--- src/hdl/streaming_peak_detector_macros.svh ---
// Assertion helpers shared by the peak detector modules.
// Each macro expects clk_i and rst_ni to be visible in the module that uses it.
`ifndef STREAMING_PEAK_DETECTOR_MACROS_SVH
`define STREAMING_PEAK_DETECTOR_MACROS_SVH

// Property that must hold at every clock edge outside reset.
`define SPD_ASSERT(lbl, prop, msg) \
  lbl: assert property (@(posedge clk_i) disable iff (!rst_ni) (prop)) else $error(msg);

// Consequent that must hold in the cycle after the antecedent.
`define SPD_ASSERT_NEXT(lbl, ante, cons, msg) \
  lbl: assert property (@(posedge clk_i) disable iff (!rst_ni) (ante) |=> (cons)) \
    else $error(msg);

`endif

--- src/hdl/spd_pkg.sv ---
`timescale 1ns / 1ps
`default_nettype none

package spd_pkg;

  localparam int unsigned X_W    = 32;
  localparam int unsigned Y_W    = 32;
  localparam int unsigned IDX_W  = 16;
  localparam int unsigned HIST_W = X_W + Y_W;

  localparam logic signed [Y_W-1:0] Y_MAX = {1'b0, {(Y_W-1){1'b1}}};
  localparam logic signed [Y_W-1:0] Y_MIN = {1'b1, {(Y_W-1){1'b0}}};

  // Configuration register indexes.
  localparam logic CFG_INVERT_SEARCH = 1'b0;
  localparam logic CFG_ALLOW_BORDER  = 1'b1;

  typedef enum logic [1:0] {
    ST_PEAK  = 2'd0,
    ST_LOST  = 2'd1,
    ST_SHORT = 2'd2,
    ST_END   = 2'd3
  } status_e;

  // Results planned for one sample. Mask bit 0 is the first border or interior
  // peak, bit 1 the closing border peak, bit 2 the end or short-curve marker.
  typedef struct packed {
    logic [2:0]       mask;
    logic [IDX_W-1:0] idx0;
    logic             lost0;
    logic [IDX_W-1:0] idx1;
    logic             lost1;
    logic             byp1;
    logic             short_curve;
    logic [IDX_W-1:0] idx_end;
  } plan_t;

endpackage

`default_nettype wire

--- src/hdl/spd_drain.sv ---
`timescale 1ns / 1ps
`default_nettype none
`include "streaming_peak_detector_macros.svh"

module spd_drain (
  input  wire logic                              clk_i,
  input  wire logic                              rst_ni,
  input  wire logic                              load_i,
  input  spd_pkg::plan_t                         plan_i,
  input  wire logic        [spd_pkg::X_W-1:0]    byp_x_i,
  input  wire logic signed [spd_pkg::Y_W-1:0]    byp_y_i,
  input  wire logic        [spd_pkg::HIST_W-1:0] rdata0_i,
  input  wire logic        [spd_pkg::HIST_W-1:0] rdata1_i,
  output logic                                   free_o,
  output logic                                   out_valid_o,
  input  wire logic                              out_stall_i,
  output logic             [1:0]                 status_o,
  output logic             [spd_pkg::IDX_W-1:0]  peak_index_o,
  output logic             [spd_pkg::X_W-1:0]    peak_x_o,
  output logic signed      [spd_pkg::Y_W-1:0]    peak_y_o,
  output logic                                   run_last_o
);

  logic [2:0]                     mask_q;
  spd_pkg::plan_t                 plan_q;
  logic [spd_pkg::X_W-1:0]        byp_x_q;
  logic signed [spd_pkg::Y_W-1:0] byp_y_q;

  logic                           c_valid_q;
  spd_pkg::status_e               c_status_q, st_d;
  logic [spd_pkg::IDX_W-1:0]      c_idx_q, idx_d;
  logic [spd_pkg::X_W-1:0]        c_x_q, x_d;
  logic signed [spd_pkg::Y_W-1:0] c_y_q, y_d;
  logic                           c_last_q;

  logic [2:0] rest;
  logic       c_ready, take;

  assign rest    = mask_q & (mask_q - 3'd1);
  assign c_ready = !c_valid_q || !out_stall_i;
  assign take    = (mask_q != 3'd0) && c_ready;
  assign free_o  = (mask_q == 3'd0) || (c_ready && rest == 3'd0);

  always_comb begin
    st_d  = plan_q.short_curve ? spd_pkg::ST_SHORT : spd_pkg::ST_END;
    idx_d = plan_q.idx_end;
    x_d   = '0;
    y_d   = '0;
    if (mask_q[0]) begin
      idx_d = plan_q.idx0;
      if (plan_q.lost0) begin
        st_d = spd_pkg::ST_LOST;
      end else begin
        st_d = spd_pkg::ST_PEAK;
        x_d  = rdata0_i[spd_pkg::X_W-1:0];
        y_d  = rdata0_i[spd_pkg::HIST_W-1:spd_pkg::X_W];
      end
    end else if (mask_q[1]) begin
      idx_d = plan_q.idx1;
      if (plan_q.lost1) begin
        st_d = spd_pkg::ST_LOST;
      end else if (plan_q.byp1) begin
        // The peak is the sample just written, so take it straight from the input side.
        st_d = spd_pkg::ST_PEAK;
        x_d  = byp_x_q;
        y_d  = byp_y_q;
      end else begin
        st_d = spd_pkg::ST_PEAK;
        x_d  = rdata1_i[spd_pkg::X_W-1:0];
        y_d  = rdata1_i[spd_pkg::HIST_W-1:spd_pkg::X_W];
      end
    end
  end

  always_ff @(posedge clk_i or negedge rst_ni) begin
    if (!rst_ni) begin
      mask_q    <= 3'd0;
      c_valid_q <= 1'b0;
    end else begin
      if (load_i) begin
        mask_q <= plan_i.mask;
      end else if (take) begin
        mask_q <= rest;
      end
      if (take) begin
        c_valid_q <= 1'b1;
      end else if (!out_stall_i) begin
        c_valid_q <= 1'b0;
      end
    end
  end

  always_ff @(posedge clk_i) begin
    if (load_i) begin
      plan_q  <= plan_i;
      byp_x_q <= byp_x_i;
      byp_y_q <= byp_y_i;
    end
    if (take) begin
      c_status_q <= st_d;
      c_idx_q    <= idx_d;
      c_x_q      <= x_d;
      c_y_q      <= y_d;
      c_last_q   <= rest == 3'd0;
    end
  end

  assign out_valid_o  = c_valid_q;
  assign status_o     = c_status_q;
  assign peak_index_o = c_idx_q;
  assign peak_x_o     = c_x_q;
  assign peak_y_o     = c_y_q;
  assign run_last_o   = c_last_q;

  `SPD_ASSERT(a_hold_bundle, (rest != 3'd0) |-> !free_o, "bundle released with results pending")
  `SPD_ASSERT(a_lost_zero, (out_valid_o && status_o == spd_pkg::ST_LOST) |-> (peak_x_o == '0 && peak_y_o == '0), "lost peak carries data")

endmodule

`default_nettype wire

--- config.mk ---
export PLATFORM = sky130hd
export DESIGN_NAME = spd_drain
export DESIGN_NICKNAME = d
export VERILOG_FILES = /design/src/hdl/spd_pkg.sv /design/src/hdl/spd_drain.sv
export VERILOG_INCLUDE_DIRS = /design/src /design/src/hdl
export SDC_FILE = /design/constraint.sdc
export NUM_CORES = 1
export LEC_CHECK = 0
export BUFFER_PORTS_ARGS = -buffer_cell sky130_fd_sc_hd__buf_2
export CAP_MARGIN = 20
export CELL_PAD_IN_SITES_DETAIL_PLACEMENT = 0
export CELL_PAD_IN_SITES_GLOBAL_PLACEMENT = 2
export CORE_AREA = 2 2 193 195
export DETAILED_ROUTE_END_ITERATION = 10
export DIE_AREA = 0 0 195 197
export PLACE_DENSITY_LB_ADDON = 0.15
export SLEW_MARGIN = 25
export SYNTH_ARGS = -nofsm -noshare
export SYNTH_HDL_FRONTEND = slang
export SYNTH_SLANG_ARGS = --single-unit
--- constraint.sdc ---
create_clock -name clk_i -period 9.4 [get_ports clk_i]
set_clock_uncertainty 0.2 [all_clocks]
set_input_delay 1.41 -clock clk_i [delete_from_list [all_inputs] [get_ports clk_i]]
set_output_delay 1.41 -clock clk_i [all_outputs]
set_load 0.01 [all_outputs]
==> summary.txt <==
Detailed routing
  – Routed WL: 24600 um
  – DRC errors left: 0
  – Vias post-DR: 5203
  – Vias per inst: between 4 and 5
  – DRT Pass-1 Iters: 4
  – Post-DR wirelength/cell: just under 20 um
  – Starting DRT DRC Count: between 200 and 250
  – Post-route ant nets: 0

CTS
  – Post-CTS setup buffer count: 0
  – Total CTS buffers: 25
  – Longest Clk Path Bufs: 3
  – H-tree levels: 1
  – Clk sinks: roughly 200
  – Clock-pin slew on the worst setup and hold paths: around 0.05 ns
  – CTS tree: yes
  – Post_cts resized: 0
  – Hold buffers post-CTS: 0
  – CTS Root Cell: clkbuf_16
  – Worst-skew pair later-pin latency: 0.52 ns

Critical path
  – Worst Setup End Kind: output pin
  – Slowest CP cell: or3_1
  – Top cell by count, worst path: buf_2
  – Reg-to-reg startpoint: mask_q[1]
  – Reg2Reg Setup Slack: 6.39 ns
  – R2R depth: 4
  – Critical path startpoint: out_stall_i
  – CP Class: in -> out
  – Worst r2r dst: peak_x_o[31]
  – CP required: 7.79 ns
  – Critical path capture point: free_o
  – CP arrival: 2.21 ns
  – Slowest stage delay, CP: 0.39 ns
  – Worst setup SP type: input port
  – Crit path cell chain: buf_2, a221oi_1, or3_1, buf_2
  – Crit path max fanout: 5

Power and ir drop
  – Peak VDD IR: around 0.13 mV
  – Leak Pwr: 4.55 nW
  – Cell area power density: 210 nW/um2

Synth
  – Area share of fa/ha/maj cells after synthesis: 0
  – Synth Area in Simple Gates: 0.0163
  – Mapped cell area: 8270 um2
  – Syn_area_per_cell: 19.1 um2
  – Sequential share of the synthesized area: 0.735
  – Xor and xnor area share after synthesis: 0
  – Synth Area in Compound Gates: 0.130
  – Largest family of logic cells by synthesized area: compound AO/OA/AOI/OAI gates
  – Ranking of synthesized cells by area: edfxtp_1 (72%), o2bb2ai_2 (11%), mux2i_1 (9.7%), dfrtp_1 (1.2%), o21ai_0 (1.2%)
  – Syn nets: 683
  – Largest area contributor in the netlist: edfxtp_1
  – Synth Register Bits: 203
  – Distinct cells, synth: 26
  – Top cell type's share of synthesized area: 0.723
  – Syn. warnings: 0
  – Post-Synthesis Cells: 432
  – Mux cell area share after synthesis: 0.0969

Floorplan
  – Row count: 70
  – Die ar.: approximately 38000 um2
  – Core area: 36300 um2
  – Die Wd: 195 um
  – IO Pins: 336
  – Initial Utilization: 0.228
  – Chip height: 197 um

Timing
  – Crit path time final: roughly 3.8 ns
  – Post-route clock period utilization: 0.406
  – Count of pins over their slew limit: 0
  – Fmax: 262 MHz
  – Final Setup Violations: 0
  – Total Neg Setup Slack: 0 ns
  – Slew @ Worst Pin: 1.01 ns
  – Relative slew slack: 0.328
  – Fin. Hold Viols: 0
  – RSZ-0062 raised after global routing: no

Hold path
  – HP Class: reg -> reg

Placement
  – IO Port Bufs: roughly 340
  – Post-DP HPWL: 16900 um
  – Routability cong.: 0.745

GRT
  – Initial antenna violation count: 9
  – Global-route wire length before repair: between 30000 and 40000 um
  – GRT Util Overall: 0.123
  – GRT overflow: 0
  – Largest net degree at the start of global routing: 71
  – Vias in the first global route: 5570

Finish
  – Core Util, Final: 0.311
  – P&R area growth vs syn: 36.3%
  – Fillers: roughly 3.7k
  – Fraction of layout cells with a size suffix above 1: 0.556
  – Layout Nets: 1025
  – Commonest non-fill, non-tap cells in the layout: buf_2 (334), edfxtp_1 (199), mux2i_1 (80)
  – Commonest non-fill, non-tap cell in the layout: buf_2

Flow run
  – Max cap viols: 0

Status
  – Status: finished clean
## state kept, by name, summed over array words and instances, names as in the netlist
register / count
byp_x_q: 32
mask_q: 3
byp_y_q: 32
run_last_o: 1
status_o: 2
out_valid_o: 1
plan_q: 52
peak_index_o: 16
peak_y_o: 32
peak_x_o: 32
## critical path: cells and delay by family
kind	cells	cell delay, ns
buffers and inverters	2	0.31
AOI/OAI and AO/OA	1	0.09
and+or+nand+nor	1	0.39
## synth_stat cells
cell       count
nand2b_1       3
o2bb2ai_2     60
nand3_1        1
nor3_1         1
buf_1          1
buf_4          2
a221oi_1       1
dfrtp_1        4
inv_1          1
o21a_1         1
nor2_1         1
o21ai_0       19
clkbuf_1       4
or3_1          1
o2bb2ai_1      4
or2_2          1
mux2i_1       80
buf_2         15
or3b_1         1
a21oi_1        3
buf_6          6
a211oi_1       1
edfxtp_1     199
nor2b_1        1
nand2_1       20
a31oi_1        1
## report_power, final
part	internal [W]	leakage (nW)	switching, W
sequential	0.00110	2.01	0.0000274
combinational	0.000115	2.14	0.000155
clock	0.000593	0.401	0.000377
total	0.00181	4.55	0.000560
## kinds of logic (layout without fill, tap and decap cells)
group,after synthesis,after routing
AO/OA/AOI/OAI,90,90
buffers and inverters,29,390
other,0,3
flip-flops,203,203
AND/OR/NAND/NOR,30,30
multiplexers,80,80
## layout make-up
class / count / area, um2 / area share
antenna: 3 / 7.51 / 0.000666
clock buffer: 35 / 693 / 0.0615
clock inverter: 11 / 128 / 0.0113
inverter: 1 / 3.75 / 0.000333
multi-input combinational: 200 / 2030 / 0.180
sequential: 203 / 6080 / 0.539
tap: 468 / 586 / 0.0520
timing repair buffer: 343 / 1740 / 0.154
## worst min-delay path by stage
stage,start,slack (ns),to,cells after the start
6_report,plan_q[45],0.32,peak_index_o[9],2
2_1_floorplan,plan_q[50],0.30,peak_index_o[14],2
5_1_grt,plan_q[45],0.36,peak_index_o[9],2
4_1_cts,plan_q[45],0.33,peak_index_o[9],2
3_5_place_dp,plan_q[51],0.32,peak_index_o[15],2
3_3_place_gp,plan_q[47],0.31,peak_index_o[11],2
## stage by stage
| step | worst slack, ns | area, um2 | power, W | hold WS, ns | instances |
|---|---|---|---|---|---|
| 5_1_grt | 5.52 | 11300 | 0.00248 | 0.363 | 1261 |
| 2_1_floorplan | 3.20 | 8270 | 0.00128 | 0.296 | 432 |
| 4_1_cts | 5.59 | 11300 | 0.00242 | 0.329 | 1261 |
| 6_report | 5.58 | 11300 | 0.00237 | 0.324 | 1264 |
| 3_5_place_dp | 5.59 | 10400 | 0.00143 | 0.319 | 1215 |
| 3_3_place_gp | 5.61 | 10400 | 0.00142 | 0.314 | 1215 |
## per-layer routing
| layer | vias to the layer above | wire [um] | track usage |
|---|---|---|---|
| li1 | 2435 | - | - |
| met1 | 2490 | 10600 | 0.160 |
| met2 | 221 | 11200 | 0.194 |
| met3 | 45 | 2280 | 0.0484 |
| met4 | 12 | 541 | 0.0297 |
| met5 | - | 79 | 0 |
No activity file was read; power rests on OpenSTA's default activity.
