$ cat src/hdl/streaming_peak_detector_macros.svh
// Assertion helpers shared by the peak detector modules.
// Each macro expects clk_i and rst_ni to be visible in the module that uses it.
`ifndef STREAMING_PEAK_DETECTOR_MACROS_SVH
`define STREAMING_PEAK_DETECTOR_MACROS_SVH

// Property that must hold at every clock edge outside reset.
`define SPD_ASSERT(lbl, prop, msg) \
  lbl: assert property (@(posedge clk_i) disable iff (!rst_ni) (prop)) else $error(msg);

// Consequent that must hold in the cycle after the antecedent.
`define SPD_ASSERT_NEXT(lbl, ante, cons, msg) \
  lbl: assert property (@(posedge clk_i) disable iff (!rst_ni) (ante) |=> (cons)) \
    else $error(msg);

`endif

$ cat src/hdl/spd_pkg.sv
`timescale 1ns / 1ps
`default_nettype none

package spd_pkg;

  localparam int unsigned X_W    = 32;
  localparam int unsigned Y_W    = 32;
  localparam int unsigned IDX_W  = 16;
  localparam int unsigned HIST_W = X_W + Y_W;

  localparam logic signed [Y_W-1:0] Y_MAX = {1'b0, {(Y_W-1){1'b1}}};
  localparam logic signed [Y_W-1:0] Y_MIN = {1'b1, {(Y_W-1){1'b0}}};

  // Configuration register indexes.
  localparam logic CFG_INVERT_SEARCH = 1'b0;
  localparam logic CFG_ALLOW_BORDER  = 1'b1;

  typedef enum logic [1:0] {
    ST_PEAK  = 2'd0,
    ST_LOST  = 2'd1,
    ST_SHORT = 2'd2,
    ST_END   = 2'd3
  } status_e;

  // Results planned for one sample. Mask bit 0 is the first border or interior
  // peak, bit 1 the closing border peak, bit 2 the end or short-curve marker.
  typedef struct packed {
    logic [2:0]       mask;
    logic [IDX_W-1:0] idx0;
    logic             lost0;
    logic [IDX_W-1:0] idx1;
    logic             lost1;
    logic             byp1;
    logic             short_curve;
    logic [IDX_W-1:0] idx_end;
  } plan_t;

endpackage

`default_nettype wire

$ cat src/hdl/spd_track.sv
`timescale 1ns / 1ps
`default_nettype none
`include "streaming_peak_detector_macros.svh"

module spd_track #(
  parameter int unsigned MAX_SAMPLES   = 65536,
  parameter int unsigned HISTORY_DEPTH = 256
) (
  input  wire logic                                clk_i,
  input  wire logic                                rst_ni,
  input  wire logic                                step_i,
  input  wire logic signed [spd_pkg::Y_W-1:0]      y_i,
  input  wire logic                                last_i,
  input  wire logic                                invert_i,
  input  wire logic                                border_i,
  output spd_pkg::plan_t                           plan_o,
  output logic signed      [spd_pkg::Y_W-1:0]      y_eff_o,
  output logic             [$clog2(HISTORY_DEPTH)-1:0] wr_addr_o,
  output logic             [$clog2(HISTORY_DEPTH)-1:0] rd_addr0_o,
  output logic             [$clog2(HISTORY_DEPTH)-1:0] rd_addr1_o
);

  localparam int unsigned CW = $clog2(MAX_SAMPLES);
  localparam int unsigned FW = CW + 1;
  localparam int unsigned AW = $clog2(HISTORY_DEPTH);
  localparam logic [CW-1:0] K_LAST  = CW'(MAX_SAMPLES - 1);
  localparam logic [AW-1:0] DEPTH_A = AW'(HISTORY_DEPTH);
  localparam logic [AW-1:0] WP_LAST = AW'(HISTORY_DEPTH - 1);
  localparam logic [31:0]   DEPTH_L = 32'(HISTORY_DEPTH);

  // Ring slot of a sample that lies offs entries behind the write slot.
  function automatic logic [AW-1:0] ring_addr(input logic [AW-1:0] wp,
                                               input logic [AW-1:0] offs);
    logic [AW-1:0] addr;
    if (wp >= offs) begin
      addr = wp - offs;
    end else begin
      addr = wp + DEPTH_A - offs;
    end
    return addr;
  endfunction

  logic signed [spd_pkg::Y_W-1:0] y_before_q, y_current_q;
  logic [CW-1:0] count_q;
  logic [CW-1:0] flat_q;
  logic          plat_q;
  logic [AW-1:0] wptr_q;

  logic          last, ge2, at2;
  logic          a_gt_b, a_lt_b, a_eq_b, b_gt_c, b_lt_c, b_eq_c;
  logic [FW-1:0] fr1, fr2, fr_pk, run;
  logic          po1, po2;
  logic          first_pk, int_pk, end_pk;
  logic [FW-1:0] int_idx_w, end_idx_w;
  logic [CW-1:0] idx0, idx1, dist0, dist1;

  assign y_eff_o = invert_i ? ((y_i == spd_pkg::Y_MIN) ? spd_pkg::Y_MAX : -y_i) : y_i;

  assign last = last_i || (count_q == K_LAST);
  assign ge2  = count_q >= CW'(2);
  assign at2  = count_q == CW'(2);

  assign a_gt_b = y_before_q > y_current_q;
  assign a_lt_b = y_before_q < y_current_q;
  assign a_eq_b = y_before_q == y_current_q;
  assign b_gt_c = y_current_q > y_eff_o;
  assign b_lt_c = y_current_q < y_eff_o;
  assign b_eq_c = y_current_q == y_eff_o;

  always_comb begin
    fr1      = {1'b0, flat_q};
    po1      = plat_q;
    first_pk = 1'b0;
    if (at2 && border_i) begin
      if (a_gt_b) begin
        first_pk = 1'b1;
      end else if (a_eq_b) begin
        po1 = 1'b1;
        fr1 = fr1 + FW'(1);
      end
    end

    fr2       = fr1;
    po2       = po1;
    int_pk    = 1'b0;
    fr_pk     = fr1 + FW'(1);
    int_idx_w = {1'b0, count_q} - FW'(1);
    if (ge2) begin
      if (a_lt_b && b_gt_c) begin
        int_pk = 1'b1;
      end else if (a_lt_b && b_eq_c) begin
        po2 = 1'b1;
        fr2 = fr1 + FW'(1);
      end else if (a_eq_b) begin
        if (po1 && b_gt_c) begin
          // Flat top: centre of the run, counted back from the sample before.
          int_pk    = 1'b1;
          int_idx_w = {1'b0, count_q} - FW'(1) - (fr_pk >> 1);
          po2       = 1'b0;
          fr2       = '0;
        end else if (b_lt_c) begin
          po2 = 1'b0;
          fr2 = '0;
        end else begin
          fr2 = fr1 + FW'(1);
        end
      end
    end

    run       = fr2 + FW'(po2);
    end_idx_w = {1'b0, count_q} - (run >> 1);
    end_pk    = ge2 && last && border_i && !b_gt_c;
  end

  assign idx0  = first_pk ? '0 : int_idx_w[CW-1:0];
  assign idx1  = end_idx_w[CW-1:0];
  assign dist0 = count_q - idx0;
  assign dist1 = count_q - idx1;

  always_comb begin
    plan_o             = '0;
    plan_o.mask        = {last, end_pk, first_pk | int_pk};
    plan_o.idx0        = spd_pkg::IDX_W'(idx0);
    plan_o.lost0       = 32'(dist0) >= DEPTH_L;
    plan_o.idx1        = spd_pkg::IDX_W'(idx1);
    plan_o.lost1       = 32'(dist1) >= DEPTH_L;
    plan_o.byp1        = dist1 == '0;
    plan_o.short_curve = !ge2;
    plan_o.idx_end     = spd_pkg::IDX_W'(count_q);
  end

  assign wr_addr_o  = wptr_q;
  assign rd_addr0_o = ring_addr(wptr_q, AW'(dist0));
  assign rd_addr1_o = ring_addr(wptr_q, AW'(dist1));

  always_ff @(posedge clk_i or negedge rst_ni) begin
    if (!rst_ni) begin
      y_before_q  <= '0;
      y_current_q <= '0;
      count_q     <= '0;
      flat_q      <= '0;
      plat_q      <= 1'b0;
      wptr_q      <= '0;
    end else if (step_i) begin
      if (last) begin
        y_before_q  <= '0;
        y_current_q <= '0;
        count_q     <= '0;
        flat_q      <= '0;
        plat_q      <= 1'b0;
        wptr_q      <= '0;
      end else begin
        y_before_q  <= y_current_q;
        y_current_q <= y_eff_o;
        count_q     <= count_q + CW'(1);
        flat_q      <= fr2[CW-1:0];
        plat_q      <= po2;
        wptr_q      <= (wptr_q == WP_LAST) ? '0 : wptr_q + AW'(1);
      end
    end
  end

  `SPD_ASSERT(a_short_flat, (count_q < CW'(2)) |-> (flat_q == '0 && !plat_q), "flat run set before third sample")
  `SPD_ASSERT_NEXT(a_curve_close, (step_i && last), (count_q == '0 && wptr_q == '0), "curve state not cleared after last sample")

endmodule

`default_nettype wire

$ cat config.mk
export PLATFORM = sky130hd
export DESIGN_NAME = spd_track
export DESIGN_NICKNAME = d
export VERILOG_FILES = /design/src/hdl/spd_pkg.sv /design/src/hdl/spd_track.sv
export VERILOG_INCLUDE_DIRS = /design/src /design/src/hdl
export SDC_FILE = /design/constraint.sdc
export NUM_CORES = 1
export LEC_CHECK = 0
export BUFFER_PORTS_ARGS = -buffer_cell sky130_fd_sc_hd__buf_4
export CAP_MARGIN = 20
export CORE_ASPECT_RATIO = 0.75
export CORE_MARGIN = 5
export CORE_UTILIZATION = 50
export CTS_BUF_LIST = sky130_fd_sc_hd__clkbuf_4 sky130_fd_sc_hd__clkbuf_8
export CTS_CLUSTER_DIAMETER = 30
export CTS_CLUSTER_SIZE = 20
export DETAILED_ROUTE_END_ITERATION = 8
export PLACE_DENSITY = 0.73
export SYNTH_ARGS = -nofsm -noshare
export SYNTH_HDL_FRONTEND = slang
export SYNTH_SLANG_ARGS = --single-unit
$ cat constraint.sdc
create_clock -name clk_i -period 11 [get_ports clk_i]
set_input_delay 1.1 -clock clk_i [delete_from_list [all_inputs] [get_ports clk_i]]
set_output_delay 1.1 -clock clk_i [all_outputs]
set_load 0.02 [all_outputs]
==> results of run 1 <==
[sequential cells by signal (all words and copies together), names as in the netlist]
signal	flops
flat_q	16
y_current_q	32
plat_q	1
count_q	16
y_before_q	32
wr_addr_o	8
[worst min-delay path by stage]
stage	from	endpoint	cells past startpoint
6_report	y_before_q[17]$_DFFE_PN0P_	y_before_q[17]$_DFFE_PN0P_	1
5_1_grt	y_before_q[22]$_DFFE_PN0P_	y_before_q[22]$_DFFE_PN0P_	1
4_1_cts	y_before_q[17]$_DFFE_PN0P_	y_before_q[17]$_DFFE_PN0P_	1
3_5_place_dp	y_before_q[17]$_DFFE_PN0P_	y_before_q[17]$_DFFE_PN0P_	1
3_3_place_gp	y_before_q[30]$_DFFE_PN0P_	y_before_q[30]$_DFFE_PN0P_	1
2_1_floorplan	y_before_q[10]$_DFFE_PN0P_	y_before_q[10]$_DFFE_PN0P_	1
[per-stage QoR]
step	setup slack, ns	TNS [ns]	instance area (sq um)	hold slack (ns)	utilization
floorplan	-0.249	-0.389	12600	0.461	-
global route	-1.40	-6.27	16800	0.527	0.679
global placement	-0.740	-2.00	15500	0.479	0.624
detailed placement	-0.983	-3.28	15500	0.483	0.624
CTS	-0.589	-1.11	16100	0.508	0.649
finish	-1.04	-2.93	16800	0.508	0.679
[worst max-delay path, delay by kind of cell]
family | cells | cell delay, ns
xor gates and xnor gates | 2 | 0.21
adders and majority gates | 5 | 1.42
buffers and inverters | 9 | 1.01
and+or+nand+nor | 13 | 3.89
muxes | 1 | 0.12
AOI/OAI and AO/OA | 19 | 3.14
[layer usage]
metal | GRT usage | wire, microns
met4 | 0.0570 | 711
met3 | 0.0542 | 3780
met5 | 0 | 0
met2 | 0.441 | 19600
met1 | 0.426 | 19800
[report_power, final]
group          switching (mW)  internal [mW]
logic                   0.646          0.543
clock network           0.165         0.0880
registers              0.0266          0.407
total                   0.838           1.04
[layout make-up]
| class | instances | area [sq um] | share of cell area |
|---|---|---|---|
| Clock buffer | 9 | 124 | 0.00737 |
| Multi-Input combinational cell | 1301 | 9880 | 0.587 |
| Sequential cell | 105 | 2630 | 0.156 |
| Tap cell | 338 | 423 | 0.0251 |
| Inverter | 156 | 588 | 0.0350 |
| Clock inverter | 7 | 73.8 | 0.00439 |
| Timing Repair Buffer | 402 | 3110 | 0.185 |
[kinds of logic (layout without fill, tap and decap cells)]
kind of cell,after synthesis,after routing,share of synthesized area
adders and majority gates,151,151,0.155
AOI/OAI and AO/OA,390,390,0.206
xor gates and xnor gates,151,151,0.108
and+or+nand+nor,594,594,0.240
buffers and inverters,221,574,0.0676
DFF,105,105,0.211
muxes,15,15,0.0127
[synthesized netlist by cell type (28+ instances only)]
cell and number:
nor3_1 55, nand3_1 48, xor2_1 52, nand2_1 174
ha_1 145, clkbuf_1 57, dfrtp_1 105, o2bb2ai_1 41
o22ai_1 34, o21ai_0 79, and2_1 28, a21oi_1 96
inv_1 154, nor2_1 117, xnor2_1 97
[timing repair]
item | 4_1_cts | 5_1_grt
buffers inserted | 24 | 17
gates cloned | 1 | 1
gates resized for setup | 43 | 110
pin swaps | 25 | 62
endpoints found under the setup margin | 8 | 15
==> flow_summary.ini, run 1 <==
[sta]
fmax_mhz = 83.1
clock_skew_ns = 0.0244
fin_ws_ns = -1.04
finalHoldViolations = 0
worst_slew_pin_slew_ns = 1.10
rsz0062_at_grt = true
post-route-period-util = 1.09
slew_headroom = 0.261
post-route-min-period_ns = 12.04
setup_viol = 6
final_max_slew_viol_count = 0

[synthesis]
synth_seq_area_share = 0.211
yosys_warnings = 0
syn_area_per_cell_sq_um = 7.67
yosysTopAreaCellShare = 0.211
ys_ff_latch = 105
synthArstFlopShare = 1.00
synth-main-ff-cell = dfrtp_1
ys_types = 80
syn_nets = 1816
netlist_instances = 1627
synth_largest_area_cell = dfrtp_1
synthTopCellsByArea = dfrtp_1, ha_1, xnor2_1
synth_edf_count = 0
netlist_area_sq_um = 12500

[detailed_routing]
num_vias = 13698
vias_per_cell = 5.91
wl_per_cell_microns = 18.9
ant_nets = 0
wirelength_mm = 43.9
drt_iter0_drc = 1130
dr.pass1.iters = 6
drcViolationCount = 0

[clock_tree]
clk_root_buffer_cell = clkbuf_8
cts_buffers = 9
clockBufferDepth = 2
cts_sinks = 105
clk_pin_slew_ns = 0.11
clk_latency_ns = 0.43
cts_hold_buffers = 0
ctsHtreeMaxLevel = 3
cts_tree = done

[setup_path]
cp-startpoint = y_i[15]
r2r_slack_ns = 5.69
worstPathMaxFanout = 6
start_kind = input pin
worstSetupEndpointType = primary output
endpoint = plan_o[17]
cpMaxStageDelayCell = or4_4
cp_data_required_time_ns = 9.90
critical_path_class = input pin to primary output
r2r-start = y_current_q[11]$_DFFE_PN0P_
worstPathArrival_ns = 10.94
slowest_delay_ns = 0.55
rr_worst_depth = 15
reg2reg_to = flat_q[14]$_DFFE_PN0P_

[finish]
num_antenna_cells = 0
drive_gt1_frac = 0.290
final_common_cell = buf_4
num-fill-cells = 1955
mostFrequentLayoutCells = buf_4, nand2_1, inv_1
area_delta_synth_final_pct = 34.8
final_cells = 2318
fin_nets = 2164

[placed_design]
gp_congestion = 0.998
port_buffers = 148
hpwlAfterDp_mm = 33.2
place_inst = 2261

[run_status]
status = finished, violations left
violations = setup timing

[run]
cap_viol_max_count = 0

[floorplan]
ios = 149
fp.coreArea_sq_um = 24800
die_w_microns = 192
start_util = 0.504
die-area_sq_um = 28300
die_h_microns = 147
num_rows = 50

[global_route]
grt_max_degree = 67
grtUsageTotal = 0.288
grt_overflow = 0
antenna_found_initial = 0
grt_pass1_vias = 12523
grt_pass1_wl_mm = 66.0

[pwr]
vdd_ir_drop_max_uv = 105
leakage_nw = 7.97
finalPower_mw = 1.88
power_per_cell_area_nw_per_um2 = 112

[worst_hold_path]
hp-class = flop to flop
No activity file was read; power rests on OpenSTA's default activity.
==> inputs of run 2 (changes only) <==
--- a/config.mk
+++ b/config.mk
@@ -6,6 +6,7 @@
 export SDC_FILE = /design/constraint.sdc
 export NUM_CORES = 1
 export LEC_CHECK = 0
+export ABC_AREA = 1
 export BUFFER_PORTS_ARGS = -buffer_cell sky130_fd_sc_hd__buf_4
 export CAP_MARGIN = 20
 export CORE_ASPECT_RATIO = 0.75
@@ -16,6 +17,7 @@
 export CTS_CLUSTER_SIZE = 20
 export DETAILED_ROUTE_END_ITERATION = 8
 export PLACE_DENSITY = 0.73
+export SETUP_SLACK_MARGIN = 0.02
 export SYNTH_ARGS = -nofsm -noshare
 export SYNTH_HDL_FRONTEND = slang
 export SYNTH_SLANG_ARGS = --single-unit
==> run 2 against run 1 <==
Effect of this change: the run now ends clean; non-clock buffer count fell by 213; register-to-register slack better by 1.5 ns; critical path depth grew 8; combinational power rose by 100%; largest cell class unchanged; sequential cell count did not move; count of clock-buffer cells in the layout rose by 1; final area decreased by 12%; clock power is 6% higher; critical path type unchanged; total power grew 66%; via count is 2.5% lower; fmax is 14% higher; synthesized cell count increased by 18%; critical endpoint unchanged.
==> flow_summary.ini, run 2 <==
[run_status]
status = finished, final reports clean

[detailed_routing]
drt_iter0_drc = 1165
dr.pass1.iters = 5
wl_per_cell_microns = 16.4
drcViolationCount = 0
wirelength_mm = 39.9
ant_nets = 0
vias_per_cell = 5.50
num_vias = 13360

[clock_tree]
ctsHtreeMaxLevel = 3
clk_latency_ns = 0.42
cts_sinks = 105
cts_hold_buffers = 0
clk_root_buffer_cell = clkbuf_8
cts_tree = done
clockBufferDepth = 2
cts_buffers = 9
clk_pin_slew_ns = 0.10

[sta]
worst_slew_pin_slew_ns = 0.867
fin_ws_ns = 0.410
post-route-min-period_ns = 10.59
setup_viol = 0
post-route-period-util = 0.963
slew_headroom = 0.422
whs_ns = 0.493
finalHoldViolations = 0
fmax_mhz = 94.4
clock_skew_ns = 0.0143
final_max_slew_viol_count = 0

[setup_path]
worstPathMaxFanout = 5
slowest_delay_ns = 0.43
cpLargestDelayFamily = simple AND/OR/NAND/NOR gates
cp_data_required_time_ns = 9.90
cpMaxStageDelayCell = ha_1
cp_num_buf_inv = 6
r2r_slack_ns = 7.18
reg2reg_to = flat_q[10]$_DFFE_PN0P_
worstPathArrival_ns = 9.49
critical_path_class = input pin to primary output
r2r-start = y_current_q[23]$_DFFE_PN0P_
start_kind = input pin
rr_worst_depth = 16
worstSetupEndpointType = primary output

[finish]
top_regs = y_before_q (32), y_current_q (32)
final_common_cell = nand2_1
final_area_sq_um = 14900
fin_nets = 2274
area_delta_synth_final_pct = 17.5
mostFrequentLayoutCells = nand2_1, inv_1, buf_4
num_antenna_cells = 0
drive_gt1_frac = 0.173

[worst_hold_path]
hp-class = flop to flop
hold_start = plat_q$_DFFE_PN0P_
min_to = plat_q$_DFFE_PN0P_
min_path_cells = 2

[synthesis]
synthTopCellsByArea = dfrtp_1, ha_1, nand2_1
netlist_top_cells_count = nand2_1, inv_1, nor2_1, ha_1, a21oi_1
ys_ff_latch = 105
syn_nets = 2114
synth_largest_area_cell = dfrtp_1
synth_seq_area_share = 0.208
netlist_instances = 1925
yosysTopAreaCellShare = 0.208
syn_area_per_cell_sq_um = 6.56
netlist_area_sq_um = 12600
yosys_warnings = 0
yosysMostFrequentCell = nand2_1
synth_edf_count = 0
synthArstFlopShare = 1.00
synth-main-ff-cell = dfrtp_1
ys_types = 53

[floorplan]
die_h_microns = 148
die-area_sq_um = 28600
fp.coreArea_sq_um = 24900
start_util = 0.507
ios = 149
num_rows = 50
die_w_microns = 194

[pwr]
vdd_ir_drop_max_uv = 286
leakage_nw = 7.90
power_per_cell_area_nw_per_um2 = 209

[global_route]
grt_pass1_wl_mm = 62.3
grtUsageTotal = 0.263
antenna_found_initial = 0
met3_usage = 0.0565
grt_overflow = 0
grt_pass1_vias = 12162
grt_max_degree = 82
grt_busiest_layer = met2
use_met2 = 0.393
use_met1 = 0.392

[placed_design]
gp_congestion = 0.955
port_buffers = 148
post_dp_cell_area_sq_um = 14200
hpwlAfterDp_mm = 31.9
detailedPlace.worstSlack_ns = -0.111

[run]
cap_viol_max_count = 0
-- run 2: changes by cell type in the layout (fill, tap and decap cells not counted), moves of 30 or more --
cell       change
xnor2_1       -58
inv_1        +152
nor2_1        +72
nand2_2       +30
nand2_1      +253
a21oi_1       +32
buf_4        -205
xor2_1        +34
nand3_1       +47
o2bb2ai_1     -41
-- run 2: cell families after synthesis --
| logic type | count (synthesis) | synth area share |
|---|---|---|
| adder cells (fa/ha/maj) | 151 | 0.153 |
| flip-flops | 105 | 0.208 |
| buffers and inverters | 355 | 0.109 |
| AO/OA/AOI/OAI | 306 | 0.137 |
| AND/OR/NAND/NOR | 897 | 0.316 |
| XOR/XNOR | 111 | 0.0770 |
-- run 2: layer usage --
layer,vias up,routed length [microns]
met5,-,0
met2,485,17100
li1,6578,-
met1,6247,19000
met4,0,578
met3,50,3180
-- run 2: layout make-up --
cell class              count  area, sq um
flip-flops and latches    105         2630
repair buffers            189         1450
well taps                 338          423
inverters                 315         1180
clock inverters             6         71.3
fillers                  2412        10000
multi-input cells        1465         8960
clock buffers              10          138
-- run 2: where the power goes --
group / switching (mW) / leakage, nW / internal, mW
Clock: 0.152 / 0.105 / 0.114
Combinational: 1.47 / 6.38 / 0.932
Sequential: 0.0322 / 1.41 / 0.414
Total: 1.65 / 7.90 / 1.46
-- run 2: worst register-to-register path, stage by stage, from the launching register on --
cell,delay [ns]
dfrtp_1,0.36
inv_1,0.07
ha_1,0.30
nand2_1,0.07
nor2_1,0.40
nand4_1,0.28
nor2_2,0.54
nand3_1,0.15
nand2_1,0.17
ha_1,0.22
nand3_2,0.11
nor2_4,0.20
nand3_1,0.19
o21ai_1,0.25
nand2_1,0.10
nand2_2,0.18
o22ai_1,0.10
-- run 2: worst max path at each step --
stage	to	startpoint	depth (start not counted)
after floorplan	plan_o[17]	y_i[1]	57
after global placement	plan_o[17]	y_i[1]	56
after detailed placement	plan_o[17]	y_i[1]	62
after CTS	plan_o[17]	y_i[1]	60
after global routing	plan_o[17]	y_i[1]	58
final	plan_o[17]	y_i[0]	57
-- run 2: through the flow --
step | utilization | TNS (ns) | cells | power [mW]
detailed placement | 0.569 | -0.164 | 2397 | 2.74
floorplan | - | 0 | 1925 | 1.98
global route | 0.596 | -0.324 | 2428 | 3.35
finish | 0.596 | 0 | 2428 | 3.11
CTS | 0.578 | 0 | 2413 | 3.01
global placement | 0.569 | 0 | 2397 | 2.70
-- run 2: what timing repair did --
action	4_1_cts	5_1_grt
pin swaps	0	40
gates resized for setup	6	88
setup buffers	0	15
setup endpoints to repair	2	5
==> inputs of run 3 (changes only) <==
--- a/config.mk
+++ b/config.mk
@@ -6,7 +6,6 @@
 export SDC_FILE = /design/constraint.sdc
 export NUM_CORES = 1
 export LEC_CHECK = 0
-export ABC_AREA = 1
 export BUFFER_PORTS_ARGS = -buffer_cell sky130_fd_sc_hd__buf_4
 export CAP_MARGIN = 20
 export CORE_ASPECT_RATIO = 0.75
==> run 3 against run 2 <==
Effect of this change: the run now ends with setup timing left; hold slack improved by 0.014 ns; via count grew 2.6%; final area rose by 13%; register-to-register slack got worse by 1.5 ns; die area shrank 1.1%; total power is 40% lower; wire length increased by 10%; critical path depth fell by 8; largest cell class unchanged.
==> flow_summary.ini, run 3 (synthesized netlist as in run 1, its figures left out) <==
[finish]
drive_gt1_frac = 0.291
area_delta_synth_final_pct = 34.8
fin_nets = 2164
top_regs = y_before_q (32), y_current_q (32)
final_common_cell = buf_4
num_antenna_cells = 0
num-fill-cells = 1955
mostFrequentLayoutCells = buf_4, nand2_1, inv_1
multi_input_area_sq_um = 9880
final_area_sq_um = 16800
seq_area_sq_um = 2630

[detailed_routing]
wl_per_cell_microns = 18.9
ant_nets = 0
num_vias = 13703
vias_per_cell = 5.91
drcViolationCount = 0
dr.pass1.iters = 6
drt_iter0_drc = 1137
wirelength_mm = 43.9

[pwr]
vdd_ir_drop_max_uv = 105
power_per_cell_area_nw_per_um2 = 112
finalPower_mw = 1.88
leakage_nw = 7.97

[floorplan]
die-area_sq_um = 28300
fp.coreArea_sq_um = 24800
die_h_microns = 147
start_util = 0.504
ios = 149
num_rows = 50
die_w_microns = 192

[setup_path]
worstPathArrival_ns = 10.94
rr_worst_depth = 15
worstSetupEndpointType = primary output
r2r-start = y_current_q[11]$_DFFE_PN0P_
critical_path_class = input pin to primary output
worstPathMaxFanout = 6
slowest_delay_ns = 0.55
r2r_slack_ns = 5.67
start_kind = input pin
cpMaxStageDelayCell = or4_4
cp_data_required_time_ns = 9.90
reg2reg_to = flat_q[14]$_DFFE_PN0P_

[worst_hold_path]
min_to = y_before_q[17]$_DFFE_PN0P_
hp-class = flop to flop
hold_start = y_before_q[17]$_DFFE_PN0P_
min_path_cells = 1

[placed_design]
port_buffers = 148
post_dp_cell_area_sq_um = 15500
detailedPlace.worstSlack_ns = -0.983
gp_congestion = 0.998
hpwlAfterDp_mm = 33.2

[global_route]
antenna_found_initial = 0
grt_overflow = 0
grt_pass1_wl_mm = 66.0
grt_pass1_vias = 12523
grt_max_degree = 67
grtUsageTotal = 0.288

[clock_tree]
clk_pin_slew_ns = 0.11
ctsHtreeMaxLevel = 3
clk_latency_ns = 0.43
cts_tree = done
clockBufferDepth = 2
cts_sinks = 105
clk_root_buffer_cell = clkbuf_8
cts_buffers = 9

[run]
cap_viol_max_count = 0

[run_status]
violations = setup timing
status = finished, violations left

[sta]
finalHoldViolations = 0
clock_skew_ns = 0.0269
worst_slew_pin_slew_ns = 1.13
fin_ws_ns = -1.04
final_max_slew_viol_count = 0
rsz0062_at_grt = true
setup_viol = 6
fmax_mhz = 83.0
post-route-min-period_ns = 12.04
post-route-period-util = 1.09
slew_headroom = 0.237
[run 3: worst max-delay path by stage]
stage / from / endpoint / slack, ns / depth (start not counted)
finish: y_i[15] / plan_o[17] / -1.04 / 49
global route: y_i[15] / plan_o[17] / -1.40 / 49
CTS: y_i[15] / plan_o[17] / -0.59 / 47
detailed placement: y_i[15] / plan_o[17] / -0.98 / 47
global placement: y_i[15] / plan_o[17] / -0.74 / 43
floorplan: y_i[15] / plan_o[17] / -0.25 / 41
[run 3: worst max-delay path, delay by kind of cell]
kind	cells	cell delay (ns)
buf+inv	9	1.00
compound gates	19	3.17
mux	1	0.12
simple gates	13	3.90
fa+ha+maj	5	1.43
xor+xnor	2	0.22
[run 3: area by class of cell]
class                           instances  share of cell area
Inverter                              156              0.0350
Clock buffer                            9             0.00737
Clock inverter                          7             0.00439
Multi-Input combinational cell       1301               0.587
Sequential cell                       105               0.156
Tap cell                              338              0.0251
Timing Repair Buffer                  402               0.185
[run 3: report_power, final]
group          switching, mW  leakage (nW)  internal, mW
clock network          0.166        0.0920        0.0881
registers             0.0265          1.42         0.407
logic                  0.647          6.45         0.543
[run 3: per-layer routing]
metal | vias to the layer above | part of all wire | track usage
met5 | - | 0 | 0
met4 | 0 | 0.014 | 0.0570
met3 | 55 | 0.087 | 0.0542
met2 | 562 | 0.45 | 0.441
met1 | 6612 | 0.45 | 0.426
li1 | 6474 | - | -
[run 3: stage by stage]
stage	setup TNS [ns]	util	instances	hold WS, ns
finish	-2.95	0.679	2318	0.507
global route	-6.26	0.679	2318	0.527
CTS	-1.11	0.649	2302	0.508
detailed placement	-3.28	0.624	2261	0.483
global placement	-2.00	0.624	2261	0.479
floorplan	-0.389	-	1627	0.461
[run 3: what timing repair did]
item / in CTS / in global routing
gates resized for setup: 43 / 111
setup endpoints to repair: 8 / 15
hold buffers: 0 / 0
cloned: 1 / 1
pin swaps: 25 / 62
setup buffers: 24 / 17
